## src/sv/opt_ram.sv

```systemverilog
`default_nettype none

module opt_ram #(
	parameter int WIDTH = 8,
	parameter int DEPTH = 16
) (
	input  wire logic                     clk,
	input  wire logic                     we,
	input  wire logic [$clog2(DEPTH)-1:0] waddr,
	input  wire logic [WIDTH-1:0]         wdata,
	input  wire logic                     re,
	input  wire logic [$clog2(DEPTH)-1:0] raddr,
	output logic      [WIDTH-1:0]         rdata
);

	logic [WIDTH-1:0] mem [DEPTH];

	always_ff @(posedge clk) begin
		if (we) begin
			mem[waddr] <= wdata;
		end
		if (re) begin
			rdata <= mem[raddr];
		end
	end

endmodule

`default_nettype wire

```

## config.mk

```make
export PLATFORM = sky130hd
export DESIGN_NAME = opt_ram
export DESIGN_NICKNAME = d
export VERILOG_FILES = /design/src/sv/opt_ram.sv
export SDC_FILE = /design/constraint.sdc
export NUM_CORES = 1
export LEC_CHECK = 0
export ABC_AREA = 0
export ABC_CLOCK_PERIOD_IN_PS = 1400
export BUFFER_PORTS_ARGS = -buffer_cell sky130_fd_sc_hd__clkbuf_2
export CORE_UTILIZATION = 40
export DETAILED_ROUTE_END_ITERATION = 8
export GPL_TIMING_DRIVEN = 0
export MAX_ROUTING_LAYER = met4
export PLACE_DENSITY_LB_ADDON = 0.05
export SLEW_MARGIN = 30
export SYNTH_ARGS = -nofsm -noshare
export SYNTH_HDL_FRONTEND = slang
export SYNTH_SLANG_ARGS = --single-unit
export TNS_END_PERCENT = 20
```

## constraint.sdc

```tcl
create_clock -name clk -period 1.4 [get_ports clk]
set_input_delay 0 -clock clk [delete_from_list [all_inputs] [get_ports clk]]
set_output_delay 0 -clock clk [all_outputs]
set_load 0.01 [all_outputs]
```

# ---- Word level (Yosys, flattened, before mapping)
# Memory sizes are Yosys's and may differ from the RTL's. A register that Yosys moved wholly into a read port is not among the register bits.
# Cells that the tools add are included.
dict set report word_totals {
  ff_bits 0
  ram_bits 128
  in_bits 19
  output_inout_bits 8
  word_cells 3
  n_memories 1
}
dict set report op_classes {
  muxes 2
}
# name words word_bits read_ports rd_clocked_by_memory_dff write_ports line_no
set mem_list {}
lappend mem_list {mem 16 8 1 1 1 16} ;# logic [WIDTH-1:0] mem [DEPTH];
# cell count
set op_table {}
lappend op_table {{$mux W1} 2}

# ---- Longest topological paths before layout
# Gate-level depths: netlist of run 1.
dict set report depth {
  ltp_word 2
  mapped_depth 5
}

# ---- Worst setup path after synthesis of run 1
# Ideal clock, no wire load.
dict set report synth_path {
  kind {input to register}
  start {input port waddr[2]}
  end {memory mem[0][0] (enable)}
  t_arrival_ns 1.110
  t_required_ns 1.017
  setup_slack_ns -0.093
  path_stages 2
  n_path_buf 0
  cell_sequence {or3b_2 -> nor3_1}
}
# item line_no
set synth_rtl {}
lappend synth_rtl {{start: declaration} 9} ;# input wire logic [$clog2(DEPTH)-1:0] waddr,
lappend synth_rtl {{end: declaration} 16}
# Straight into the memory's write port.

==> flow_summary.toml, run 1 <==
[run_status]
status = "finished with violations"
violations = "setup timing"

[floorplanning]
num_rows = 41
ioPinCount = 27
start_util_pct = 41.3
core_mm2 = 0.0127
die_area_mm2 = 0.0135
die_x_um = 116
die_h_um = 116

[final_layout]
layout_commonest_cell = "edfxtp_1"
syn_to_final_growth_pct = 18.0
layout.nets = 294
layout-drive-gt1-share_pct = 35.4
post-route-util_pct = 48.7
mostFrequentLayoutCells = "136 x edfxtp_1, 28 x mux4_2, 25 x clkbuf_2, 17 x clkbuf_16, 13 x nor2_1"
n_antenna_cell = 0
fillers = 1077

[sta]
fmax_mhz = 683
setup_viol = 6
slew_headroom_pct = 42.3
hold_slack_ps = 48.1
slew_violations = 0
worst_slack_ps = -64.9
rsz0062_at_grt = "yes"
fin_crit_sh_pct = 105
fin_skew_ps = 4.90
final_hold_viol_count = 0
worstMarginPinSlew_ps = 862
fin_crit_ps = 1460

[route]
drt_pre_antenna_iters = 4
viasPerCell = 5.10
drc_errors = 0
first_iter_violations = 101
routed-via-count = 2345
wl_per_cell_um = 22.6
wl_um = 10400
drtAntennaViolNets = 0

[worst_setup_path]
crit_family = "multiplexers"
end_kind = "flop"
required_ps = 1560
critical_path_class = "reg2reg"
setup.worst_path.start = "mem[2][1]"
cp-start-kind = "flop"
worstPathMaxFanout = 1
worstPathArrival_ps = 1630
cp_slowest_cell = "mux4_2"
worstPathCellList = "mux4_2, a22oi_2, nand2_1"
reg2reg_from = "mem[2][1]"
slowest_delay_ps = 510
critPathBufInv = 0

[global_route]
grt_overflow = 0
grt_usage_pct = 18.0
grt_pass1_wl_um = 15300
grt_start_max_net_pins = 17
antenna_found_initial = 0
first_global_vias = 2406

[logic_synthesis]
yosys_warnings = 0
synth_area_per_cell_um2 = 22.8
ys_seq_area_share_pct = 78.1
ys_ff_latch = 136
syn_nets = 248
postSynthCellCount = 229
synth_cell_types = 18
synth_area_mm2 = 0.00523

[cts]
cts_made_buffers = 17
clock-root-buffer = "clkbuf_16"
tritoncts = "built"
post_cts_buffers = 0
path_clk_slew_ps = 60
htreeDepth = 4
clock-sinks = 136
cts.path.max_buffers = 2
insertion_delay_ps = 420

[run]
maxCapViolations = 0

[pwr]
p_leak_uw = 0.00202
intPower_uw = 7530
combPwrFrac_pct = 5.0
ir_worst_vdd_mv = 0.785
p_per_area_mw_per_mm2 = 1520
switching_power_uw = 1830
p_seq_share_pct = 49.3
power_frac_clock_pct = 45.8
swShare_pct = 19.6

[place]
dp_hpwl_um = 6660
io_buffer_count = 25
gp_congestion = 0.753
dp_slack_ps = -313

[min_path]
min_path_type = "in2reg"
worstHoldStart = "wdata[7]"
-- power by group through the flow --
stage,Clock [µW],Combinational [µW],Sequential (µW)
after floorplan,0,232,4700
after global placement,0,452,4690
after detailed placement,0,456,4690
after CTS,4360,477,4610
after global routing,4500,507,4620
final,4280,463,4610
-- per-stage QoR --
stage	power (µW)	TNS [ps]	instance area [µm²]	std cells
after global routing	9620	-557	6170	460
after CTS	9450	-289	6180	460
after floorplan	4930	0	5230	229
after global placement	5140	-25000	5570	426
final	9360	-266	6170	460
after detailed placement	5150	-14970	5600	427
-- logic make-up (layout without fill, tap and decap cells) --
kind of cell,after synthesis,in the layout,synth area share [%]
DFF,136,136,78.1
and+or+nand+nor,35,35,3.14
muxes,32,32,14.8
AOI/OAI and AO/OA,16,16,2.30
buffers and inverters,10,69,1.65
-- layer usage --
metal | routed length (µm) | global-route usage [%]
met1 | 4660 | 23.7
met2 | 5010 | 26.2
met3 | 533 | 4.36
met4 | 185 | 8.72
met5 | 0 | -
-- Yosys cell counts --
cell	count	area, µm²
nor2_1	13	48.8
nand2b_1	2	12.5
buf_4	1	7.51
clkdlybuf4s25_2	3	30.0
or3b_2	1	8.76
edfxtp_1	136	4080
nand3b_1	2	15.0
and2_1	1	6.26
buf_2	3	15.0
and2b_1	1	7.51
mux4_1	14	368
mux4_2	18	405
nand3_1	1	5.00
a22oi_1	16	120
nor2b_1	1	6.26
nand2_1	9	33.8
buf_6	3	33.8
nor3_1	4	20.0
-- flip-flops by register name, summed over array words and instances, names as in the netlist --
signal,cells
rdata,8
mem,128
-- what timing repair did --
action / in CTS / in global routing
gates cloned: 0 / 0
pin swaps: 8 / 0
setup endpoints to repair: 8 / 8
endpoints found under the hold margin: 8 / 0
hold buffers: 1 / 0
resized for setup: 14 / 3
-- worst paths after layout --
path                to  slack [ps]  cells after the start
max           rdata[1]         -60                      3
max reg2reg   rdata[1]         -60                      3
min reg2reg   rdata[1]         760                      3
min          mem[1][7]          50                      1
-- area by class of cell --
class	instances	area (µm²)	share of cell area, %
clock buffer	19	433	7.02
clock inverter	13	135	2.19
sequential	136	4080	66.2
tap	172	215	3.49
timing repair buffer	27	143	2.31
multi-input combinational	83	1070	17.4
buffer	10	86.3	1.40
No activity file was read; power rests on OpenSTA's default activity.
==> run 2: changes to the inputs <==
- BUFFER_PORTS_ARGS: -buffer_cell sky130_fd_sc_hd__clkbuf_2 -> -buffer_cell sky130_fd_sc_hd__buf_2
==> run 2 against run 1 <==
Compared with the run above:
- the flow still finishes with violations (setup timing)
- core utilization increased by 0.59 points
- hold slack got worse by 44 ps
- first-iteration DRC count decreased by 7.9%
- sequential share of layout area decreased by 0.80 points
- power increased by 1.7%
- register-to-register slack got worse by 40 ps
- cell area increased by 1.2%
- via count increased by 1.2%
- fmax decreased by 2.5%
- largest cell class unchanged
- largest power group unchanged
- highest routed layer unchanged
==> flow_summary.toml, run 2 (same netlist as run 1, synthesis figures left out) <==
[worst_setup_path]
slowest_delay_ps = 470
critical_path_class = "reg2reg"
worstPathMaxFanout = 1
critPathBufInv = 0
setup.worst_path.start = "mem[2][6]"
required_ps = 1550
worstPathArrival_ps = 1650
crit_family = "multiplexers"
cp_slowest_cell = "mux4_2"
reg2reg_from = "mem[2][6]"
worstPathCellList = "mux4_2, a22oi_1, nand2_1"
cp-start-kind = "flop"
end_kind = "flop"

[global_route]
grt_start_max_net_pins = 17
grt_usage_pct = 18.1
first_global_vias = 2422
grt_overflow = 0
antenna_found_initial = 0
grt_pass1_wl_um = 15400

[cts]
post_cts_buffers = 0
clock-sinks = 136
htreeDepth = 4
tritoncts = "built"
cts.path.max_buffers = 2
path_clk_slew_ps = 50
insertion_delay_ps = 410
cts_made_buffers = 17
clock-root-buffer = "clkbuf_16"

[place]
io_buffer_count = 25
gp_congestion = 0.745
dp_hpwl_um = 6720

[sta]
fin_skew_ps = 3.62
worst_slack_ps = -103
setup_viol = 8
fin_crit_sh_pct = 107
fmax_mhz = 665
fin_crit_ps = 1500
rsz0062_at_grt = "yes"
slew_headroom_pct = 41.3
final_hold_viol_count = 0
slew_violations = 0
setup_tns_ps = -551
worstMarginPinSlew_ps = 878

[pwr]
p_leak_uw = 0.00206
p_per_area_mw_per_mm2 = 1520
ir_worst_vdd_mv = 0.851

[floorplanning]
ioPinCount = 27
die_area_mm2 = 0.0135
start_util_pct = 41.3
core_mm2 = 0.0127
num_rows = 41
die_x_um = 116
die_h_um = 116

[route]
routed-via-count = 2374
viasPerCell = 5.13
wl_per_cell_um = 22.7
wl_um = 10500
first_iter_violations = 93
drc_errors = 0
drtAntennaViolNets = 0
drt_pre_antenna_iters = 5

[final_layout]
post-route-util_pct = 49.3
mostFrequentLayoutCells = "136 x edfxtp_1, 28 x buf_2, 23 x mux4_2, 17 x clkbuf_16, 13 x nor2_1"
layout_commonest_cell = "edfxtp_1"
largestRegisters = "mem: 128 flops, rdata: 8 flops"
n_antenna_cell = 0
fillers = 1061
syn_to_final_growth_pct = 19.5
largest_register_ffs = 128
regMostFlops = "mem"
layout.nets = 298
layout-drive-gt1-share_pct = 33.0

[min_path]
min_path_type = "in2reg"
worstHoldStart = "wdata[7]"

[run_status]
status = "finished with violations"
violations = "setup timing"

[run]
maxCapViolations = 0
## run 2: path summary, 6_finish.rpt
path | end | slack [ps] | cells past startpoint
worst min-delay path | mem[3][7] | 4 | 1
worst min register to register | rdata[1] | 760 | 3
worst max-delay path | rdata[6] | -100 | 3
worst max register to register | rdata[6] | -100 | 3
## run 2: per-layer routing
metal / vias up / global-route usage (%) / routed length [µm]
met4: 0 / 8.03 / 148
li1: 1076 / - / -
met3: 13 / 5.03 / 476
met1: 1231 / 23.6 / 4790
met2: 54 / 26.7 / 5090
met5: - / - / 0
## run 2: where the power goes
part           total [µW]  switching (µW)  internal (µW)
clock                4440            1510           2920
sequential           4610            18.3           4590
combinational         473             279            194
total                9520            1810           7710
## run 2: layout make-up
class | instances | area (µm²) | share of cell area, %
Sequential cell | 136 | 4080 | 65.4
Tap cell | 172 | 215 | 3.45
Buffer | 10 | 86.3 | 1.38
Multi-Input combinational cell | 83 | 1090 | 17.4
Clock inverter | 13 | 160 | 2.56
Timing Repair Buffer | 31 | 183 | 2.92
Clock buffer | 18 | 429 | 6.87
## run 2: repair_timing
item / in CTS / in global routing
hold buffers: 5 / 0
setup endpoints to repair: 8 / 8
gates resized for setup: 11 / 0
pin swaps: 7 / 0
endpoints found under the hold margin: 60 / 0
## run 2: metrics by stage
stage | cell area [µm²] | std cells | hold slack, ps | power (µW) | setup slack, ps
after floorplan | 5230 | 229 | 98.9 | 4930 | 88.6
final | 6250 | 463 | 4.18 | 9520 | -103
after global placement | 5570 | 426 | 345 | 5140 | -444
after global routing | 6250 | 463 | 16.3 | 9810 | -143
after CTS | 6250 | 463 | 2.29 | 9600 | -70.8
after detailed placement | 5600 | 427 | 357 | 5150 | -326
